<file path="src/yuv2rgb_pkg.sv">
// Package for the packed YUV 4:1:1 to RGB converter.
// Holds the Q16 coefficients, widths, mode codes, pixel type and helpers.
// No dependencies.
package yuv2rgb_pkg;

    localparam int BYTE_W = 8;
    localparam int MODE_W = 2;
    localparam int ACC_W  = 26;   // signed Q16 channel sum, covers all byte inputs
    localparam int PIX_W  = 32;
    localparam int DIFF_W = 9;    // signed chroma difference
    localparam int COEF_W = 18;   // coefficient with a zero sign bit

    localparam logic signed [COEF_W-1:0] COEF_RV = 18'sd89831;
    localparam logic signed [COEF_W-1:0] COEF_GV = 18'sd45744;
    localparam logic signed [COEF_W-1:0] COEF_GU = 18'sd22127;
    localparam logic signed [COEF_W-1:0] COEF_BU = 18'sd113538;
    localparam logic [BYTE_W-1:0] CHROMA_BIAS = 8'd128;
    localparam logic [BYTE_W-1:0] PIX_MAX     = 8'd255;

    // floor(s/3) == (s * 683) >> 11 for every s up to 765
    localparam logic [10:0] RECIP_3       = 11'd683;
    localparam int          RECIP_3_SHIFT = 11;

    localparam logic [MODE_W-1:0] MODE_GRAY = 2'd0;
    localparam logic [MODE_W-1:0] MODE_BGR  = 2'd1;
    localparam logic [MODE_W-1:0] MODE_BGRA = 2'd2;
    localparam logic [MODE_W-1:0] MODE_RESET = MODE_BGR;

    typedef struct packed {
        logic [BYTE_W-1:0] r;
        logic [BYTE_W-1:0] g;
        logic [BYTE_W-1:0] b;
    } rgb_t;

    // Truncate toward zero by 2^16, then clamp to 0..255.
    function automatic logic [BYTE_W-1:0] sat_pix(input logic signed [ACC_W-1:0] acc);
        logic [BYTE_W-1:0] res;
        if (acc[ACC_W-1])
            res = '0;
        else if (acc[ACC_W-2])
            res = PIX_MAX;
        else
            res = acc[ACC_W-3:16];
        return res;
    endfunction

    // Pack one pixel in the selected format; unused bytes are zero.
    function automatic logic [PIX_W-1:0] pack_pixel(input logic [MODE_W-1:0] mode,
                                                    input rgb_t px);
        logic [9:0]       sum;
        logic [20:0]      scaled;
        logic [PIX_W-1:0] res;
        sum    = {2'b00, px.r} + {2'b00, px.g} + {2'b00, px.b};
        scaled = {11'd0, sum} * {10'd0, RECIP_3};
        case (mode)
            MODE_GRAY: res = {24'd0, scaled[RECIP_3_SHIFT+7:RECIP_3_SHIFT]};
            MODE_BGRA: res = {PIX_MAX, px.r, px.g, px.b};
            default:   res = {8'd0, px.r, px.g, px.b};
        endcase
        return res;
    endfunction

endpackage

</file>
<file path="src/yuv411_packed_to_rgb.sv">
// Top level of the packed YUV 4:1:1 to RGB converter.
// Four-level register pipeline; uses yuv2rgb_pkg for constants and helpers.
//
//  channel | signals                                         | dir
//  --------+-------------------------------------------------+-----
//  input   | in_valid/in_ready, u_sample y_first y_second     | in
//          | v_sample y_third y_fourth (8 bits each)          |
//  output  | out_valid/out_ready, pixel_zero..pixel_three (32)| out
//  config  | cfg_write, cfg_data (output_mode, 2 bits)        | in
//
// One group per clock sustained while the output is not stalled; the accepting
// edge loads the input register, and out_valid rises once the product, channel
// and packing registers have each taken the beat.
// Stages move forward whenever the next one is empty or moving, so a held
// beat at the output stalls only as far back as the pipeline is full.
// Reset clears all stage valid bits and sets output_mode to BGR.
module yuv411_packed_to_rgb (
    input  logic                               clk,
    input  logic                               rst_n,
    input  logic                               cfg_write,
    input  logic [yuv2rgb_pkg::MODE_W-1:0]     cfg_data,
    input  logic                               in_valid,
    output logic                               in_ready,
    input  logic [yuv2rgb_pkg::BYTE_W-1:0]     u_sample,
    input  logic [yuv2rgb_pkg::BYTE_W-1:0]     y_first,
    input  logic [yuv2rgb_pkg::BYTE_W-1:0]     y_second,
    input  logic [yuv2rgb_pkg::BYTE_W-1:0]     v_sample,
    input  logic [yuv2rgb_pkg::BYTE_W-1:0]     y_third,
    input  logic [yuv2rgb_pkg::BYTE_W-1:0]     y_fourth,
    output logic                               out_valid,
    input  logic                               out_ready,
    output logic [yuv2rgb_pkg::PIX_W-1:0]      pixel_zero,
    output logic [yuv2rgb_pkg::PIX_W-1:0]      pixel_one,
    output logic [yuv2rgb_pkg::PIX_W-1:0]      pixel_two,
    output logic [yuv2rgb_pkg::PIX_W-1:0]      pixel_three
);

    localparam int NPIX = 4;
    localparam int BW   = yuv2rgb_pkg::BYTE_W;
    localparam int AW   = yuv2rgb_pkg::ACC_W;
    localparam int PW   = yuv2rgb_pkg::PIX_W;
    localparam int DW   = yuv2rgb_pkg::DIFF_W;
    localparam int CW   = yuv2rgb_pkg::COEF_W;

    // Stage valids and mode register
    logic                 in_vld_reg;
    logic                 prod_vld_reg;
    logic                 rgb_vld_reg;
    logic                 out_vld_reg;
    logic [yuv2rgb_pkg::MODE_W-1:0] mode_reg;

    // Advance enables, computed from the output back
    logic adv_out, adv_rgb, adv_prod, adv_in;

    // Input register: raw group
    logic [BW-1:0]        u_reg, v_reg;
    logic [BW-1:0]        y_in_reg [NPIX];

    // Product register: shared chroma terms plus lumas
    logic signed [AW-1:0] p_rv_reg, p_gv_reg, p_gu_reg, p_bu_reg;
    logic [BW-1:0]        y_prod_reg [NPIX];

    // Channel register: clamped RGB per pixel
    yuv2rgb_pkg::rgb_t    rgb_reg [NPIX];
    yuv2rgb_pkg::rgb_t    rgb_next [NPIX];

    // Output register
    logic [PW-1:0]        pix_reg [NPIX];

    // Chroma products
    logic signed [DW-1:0]      du, dv;
    logic signed [CW+DW-1:0]   m_rv, m_gv, m_gu, m_bu;

    assign adv_out  = !out_vld_reg || out_ready;
    assign adv_rgb  = !rgb_vld_reg || adv_out;
    assign adv_prod = !prod_vld_reg || adv_rgb;
    assign adv_in   = !in_vld_reg || adv_prod;
    assign in_ready = adv_in;

    // Chroma differences, -128..127
    assign du = $signed({1'b0, u_reg}) - $signed({1'b0, yuv2rgb_pkg::CHROMA_BIAS});
    assign dv = $signed({1'b0, v_reg}) - $signed({1'b0, yuv2rgb_pkg::CHROMA_BIAS});

    // One product per coefficient, shared by all four pixels
    assign m_rv = yuv2rgb_pkg::COEF_RV * dv;
    assign m_gv = yuv2rgb_pkg::COEF_GV * dv;
    assign m_gu = yuv2rgb_pkg::COEF_GU * du;
    assign m_bu = yuv2rgb_pkg::COEF_BU * du;

    // Per-pixel channel sums and clamp. Luma goes in at Q16.
    always_comb
    begin
        logic signed [AW-1:0] ys;
        ys = '0;
        for (int i = 0; i < NPIX; i++)
        begin
            ys = $signed({2'b00, y_prod_reg[i], 16'h0000});
            rgb_next[i].r = yuv2rgb_pkg::sat_pix(ys + p_rv_reg);
            rgb_next[i].g = yuv2rgb_pkg::sat_pix(ys - p_gv_reg - p_gu_reg);
            rgb_next[i].b = yuv2rgb_pkg::sat_pix(ys + p_bu_reg);
        end
    end

    // Control: valids and the mode register
    always_ff @(posedge clk or negedge rst_n)
    begin
        if (!rst_n)
        begin
            in_vld_reg   <= 1'b0;
            prod_vld_reg <= 1'b0;
            rgb_vld_reg  <= 1'b0;
            out_vld_reg  <= 1'b0;
            mode_reg     <= yuv2rgb_pkg::MODE_RESET;
        end
        else
        begin
            if (cfg_write)
                mode_reg <= cfg_data;
            if (adv_in)
                in_vld_reg <= in_valid;
            if (adv_prod)
                prod_vld_reg <= in_vld_reg;
            if (adv_rgb)
                rgb_vld_reg <= prod_vld_reg;
            if (adv_out)
                out_vld_reg <= rgb_vld_reg;
        end
    end

    // Datapath registers, no reset
    always_ff @(posedge clk)
    begin
        if (adv_in && in_valid)
        begin
            u_reg       <= u_sample;
            v_reg       <= v_sample;
            y_in_reg[0] <= y_first;
            y_in_reg[1] <= y_second;
            y_in_reg[2] <= y_third;
            y_in_reg[3] <= y_fourth;
        end
        if (adv_prod && in_vld_reg)
        begin
            // products fit in 26 bits for byte inputs
            p_rv_reg   <= m_rv[AW-1:0];
            p_gv_reg   <= m_gv[AW-1:0];
            p_gu_reg   <= m_gu[AW-1:0];
            p_bu_reg   <= m_bu[AW-1:0];
            y_prod_reg <= y_in_reg;
        end
        if (adv_rgb && prod_vld_reg)
            rgb_reg <= rgb_next;
        if (adv_out && rgb_vld_reg)
        begin
            for (int i = 0; i < NPIX; i++)
                pix_reg[i] <= yuv2rgb_pkg::pack_pixel(mode_reg, rgb_reg[i]);
        end
    end

    assign out_valid   = out_vld_reg;
    assign pixel_zero  = pix_reg[0];
    assign pixel_one   = pix_reg[1];
    assign pixel_two   = pix_reg[2];
    assign pixel_three = pix_reg[3];

    // An accepted beat lands in the input register
    a_in_load: assert property (@(posedge clk) disable iff (!rst_n)
        in_valid && in_ready |=> in_vld_reg)
        else $error("accepted beat not captured");

    // A blocked channel stage keeps its contents
    a_rgb_hold: assert property (@(posedge clk) disable iff (!rst_n)
        rgb_vld_reg && !adv_rgb |=> rgb_vld_reg && $stable(rgb_reg[0]) && $stable(rgb_reg[3]))
        else $error("channel stage lost data while stalled");

    // Gray output uses only the low byte
    a_gray_bytes: assert property (@(posedge clk) disable iff (!rst_n)
        $rose(out_vld_reg) && $past(mode_reg) == yuv2rgb_pkg::MODE_GRAY
        |-> pixel_zero[31:8] == 24'd0 && pixel_three[31:8] == 24'd0)
        else $error("gray pixel has nonzero upper bytes");

    // Alpha byte set only in BGRA mode
    a_alpha: assert property (@(posedge clk) disable iff (!rst_n)
        $rose(out_vld_reg) && $past(mode_reg) != yuv2rgb_pkg::MODE_BGRA
        |-> pixel_three[31:24] == 8'd0)
        else $error("alpha byte set outside BGRA mode");

endmodule

</file>
<file path="config.mk">
export PLATFORM = sky130hd
export DESIGN_NAME = yuv411_packed_to_rgb
export DESIGN_NICKNAME = d
export VERILOG_FILES = /design/src/yuv2rgb_pkg.sv /design/src/yuv411_packed_to_rgb.sv
export SDC_FILE = /design/constraint.sdc
export NUM_CORES = 2
export LEC_CHECK = 0
export ABC_AREA = 1
export CAP_MARGIN = 20
export CORE_ASPECT_RATIO = 0.7
export CORE_UTILIZATION = 46
export CTS_BUF_LIST = sky130_fd_sc_hd__clkbuf_8
export DETAILED_ROUTE_END_ITERATION = 8
export DONT_BUFFER_PORTS = 1
export PLACE_DENSITY_LB_ADDON = 0.15
export SLEW_MARGIN = 15
export SYNTH_ARGS = -nofsm -noshare
export SYNTH_HDL_FRONTEND = slang
export SYNTH_SLANG_ARGS = --single-unit
export TNS_END_PERCENT = 30
</file>
<file path="constraint.sdc">
create_clock -name clk -period 10 [get_ports clk]
set_input_delay 1.5 -clock clk [delete_from_list [all_inputs] [get_ports clk]]
set_output_delay 1.5 -clock clk [all_outputs]
set_load 0.01 [all_outputs]
</file>
==> results by group <==
Outcome
  – Status: complete, no violations

Synthesis
  – Synth cell count leaders: 892 x inv_1, 841 x nand2_1, 633 x ha_1
  – Primary FF master, synth: edfxtp_1
  – Synthesized cell area: 0.0385 mm^2
  – Syn. warnings: 0
  – Seq cells post-synth: about 350
  – Area leader, netlist: edfxtp_1
  – Avg Inst Size Synth: ~8.5 um^2
  – Seq/Total Area, Yosys: 26.9%
  – Count leader, synth: inv_1
  – Main area contributors after synthesis: edfxtp_1 26%, ha_1 21%, fa_1 14%, inv_1 8.7%, nand2_1 8.2%
  – Gate count of the mapped netlist: 4512
  – Number of library cell types mapped by synthesis: 51
  – Top cell type's share of synthesized area: a little over a quarter
  – Asr flop ratio synth: 1.73%
  – Net count after synthesis: 5475
  – Post-synth EDFFs: 340

Layout
  – Final Instance Count excl. Fillers: 5708
  – Design Area, Final: 0.0410 mm^2
  – Fillers: 7998
  – Max reg flops: 97
  – Share of cells above drive strength 1: 3.75%
  – Antenna Diode Count: 0
  – Final cell utilization of the core: 49.6%
  – Post-layout net count: 5502
  – Area grow syn2layout: 6.45%

STA
  – Worst Skew: 0.0509 ns
  – Final hold vios: 0
  – Setup TNS: 0 ns
  – Final setup fails: 0
  – Final period utilization: 62.8%
  – RSZ-0062 raised after global routing: no
  – Slew HR: 8.51%
  – Worst-Margin Slew: about 1.4 ns
  – Fmax: ~160 MHz
  – Crit path time final: 6.28 ns
  – Slew Viols, Final: 0

Detailed routing
  – 1st-iter DRT viols: 2441
  – DR WL/cell: 18.8 um
  – Number of remaining DRC errors: 0
  – Drt total wl: 107000 um
  – DR vias/cell: 5.24
  – Initial DRT Pass Iterations: 6
  – Routed Antenna Nets: 0
  – Vias: between 20000 and 30000

Global routing
  – Number of global-route vias before repair: 28400
  – Initial antenna violation count: 1
  – Largest net degree at the start of global routing: 65
  – First-pass GRT wire length: 165000 um
  – GRT overflow: 0
  – Total global-route track usage: 25.4%

Clock network
  – Clk sinks: 346
  – Hold Buf Count CTS: 0
  – Root buffer cell: clkbuf_8
  – CTS tree: yes
  – Worst-path clk slew: roughly 0.07 ns
  – Post-CTS Resized: 0
  – Worst skew pair latency: 0.72 ns
  – Setup Fix Bufs, Post-CTS: 0
  – Clk buf depth: 3
  – TritonCTS Buffers: 58
  – # H-tree levels: 2

Die
  – Die Width: 348 um
  – FP Rows: 88
  – Die footprint: 0.0849 mm^2
  – Total core area: 0.0827 mm^2
  – Ports: 185
  – Die height: approximately 240 um
  – Initial Utilization: 46.6%

Placed design
  – Port buffer count: 0
  – Routability cong.: ~1
  – Placed standard-cell area: about 0.040 mm^2
  – Hpwl dp: 88300 um
  – Dpl cells: 5604

Setup path
  – Reg2reg setup slack: 3.72 ns
  – Reg2reg end: pix_reg[0][0]
  – Worst setup SP type: flip-flop
  – CP startpoint: rgb_reg[81]
  – Crit path DAT: approximately 6.7 ns
  – CP max stage cell: fa_1
  – CP max stage delay: 0.53 ns
  – Most frequent CP cell: inv_1
  – Worst Path Required: 10.44 ns
  – Crit path max fanout: 5
  – Reg-to-Reg Start: rgb_reg[81]
  – Crit path kind: reg -> reg
  – Critical Path End Type: flip-flop
  – R2R depth: 27
  – CP Capture Point: pix_reg[0][0]

Run
  – Max-cap violation count: 0

Worst hold path
  – Min-Delay Path Class: reg -> reg
==> cell families (layout without fill, tap and decap cells) <==
group / after synthesis / after routing / share of synthesized area [%]
AND/OR/NAND/NOR: 1599 / 1599 / 17.3
buffers and inverters: 943 / 1014 / 9.51
adder cells (fa/ha/maj): 908 / 908 / 34.8
AO/OA/AOI/OAI: 585 / 585 / 8.37
flip-flops: 346 / 346 / 26.9
XOR/XNOR: 130 / 130 / 3.07
multiplexers: 1 / 1 / 0.0292
==> critical path, delay by kind of cell, from the launching register on <==
kind / cells / cell delay [ns]
flip-flops: 1 / 0.37
buffers and inverters: 8 / 0.56
adder cells (fa/ha/maj): 8 / 3.15
AO/OA/AOI/OAI: 5 / 0.83
XOR/XNOR: 2 / 0.58
AND/OR/NAND/NOR: 4 / 0.51
==> how the worst min path moves through the flow <==
stage	depth (start not counted)	start	endpoint	slack (ns)
6_report	0	y_in_reg[9]	y_prod_reg[9]	0.42
5_1_grt	0	rst_n	mode_reg[1]	0.42
4_1_cts	0	rst_n	rgb_vld_reg	0.41
3_5_place_dp	0	y_in_reg[0]	y_prod_reg[0]	0.41
3_3_place_gp	0	y_in_reg[31]	y_prod_reg[31]	0.40
2_1_floorplan	0	y_in_reg[0]	y_prod_reg[0]	0.40
==> cells in the final DEF, fill, tap and decap left out, types with 8 or more instances in the layout <==
| cell type | instances |
|---|---|
| inv_1 | 899 |
| o21ai_1 | 13 |
| a31oi_1 | 8 |
| buf_4 | 14 |
| o21ai_0 | 120 |
| nand3_1 | 157 |
| clkinv_1 | 12 |
| nand3b_1 | 20 |
| nor2_1 | 410 |
| nand4_1 | 70 |
| clkbuf_8 | 59 |
| o211ai_1 | 9 |
| ha_1 | 633 |
| nand2_2 | 11 |
| edfxtp_1 | 340 |
| a21o_1 | 37 |
| xor2_1 | 95 |
| a21oi_1 | 338 |
| a21boi_0 | 8 |
| or2_2 | 37 |
| fa_1 | 275 |
| o21a_1 | 14 |
| clkinv_2 | 9 |
| nor3_1 | 32 |
| nand2_1 | 841 |
| xnor2_1 | 29 |
| o21bai_1 | 20 |
==> per-stage QoR <==
stage	hold WS, ns	setup WS [ns]
final	0.420	3.72
after global placement	0.401	3.81
after floorplan	0.400	3.82
after CTS	0.412	3.67
after detailed placement	0.406	3.69
after global routing	0.423	3.17
==> final cells by class <==
type                    instances  area [um^2]  share of cell area (%)
clock buffers                  59          812                    1.98
clock inverters                45          399                   0.973
inverters                     894         3360                    8.19
multi-input cells            3223        24500                    59.8
flip-flops and latches        346        10400                    25.3
well taps                    1125         1410                    3.43
repair buffers                 16          145                   0.354
==> layer usage <==
metal	vias to the layer above	GRT usage, %	routed length [um]	part of all wire (%)
met5	-	0	14	0.013
met3	123	6.31	9100	8.5
met4	2	5.91	2450	2.3
met1	14000	38.7	53300	50
met2	971	35.6	42300	39
li1	14800	-	-	-
Power is left out: the tool's default activity adds up to more than one toggle a clock period on the data nets, which glitch-free logic cannot reach.
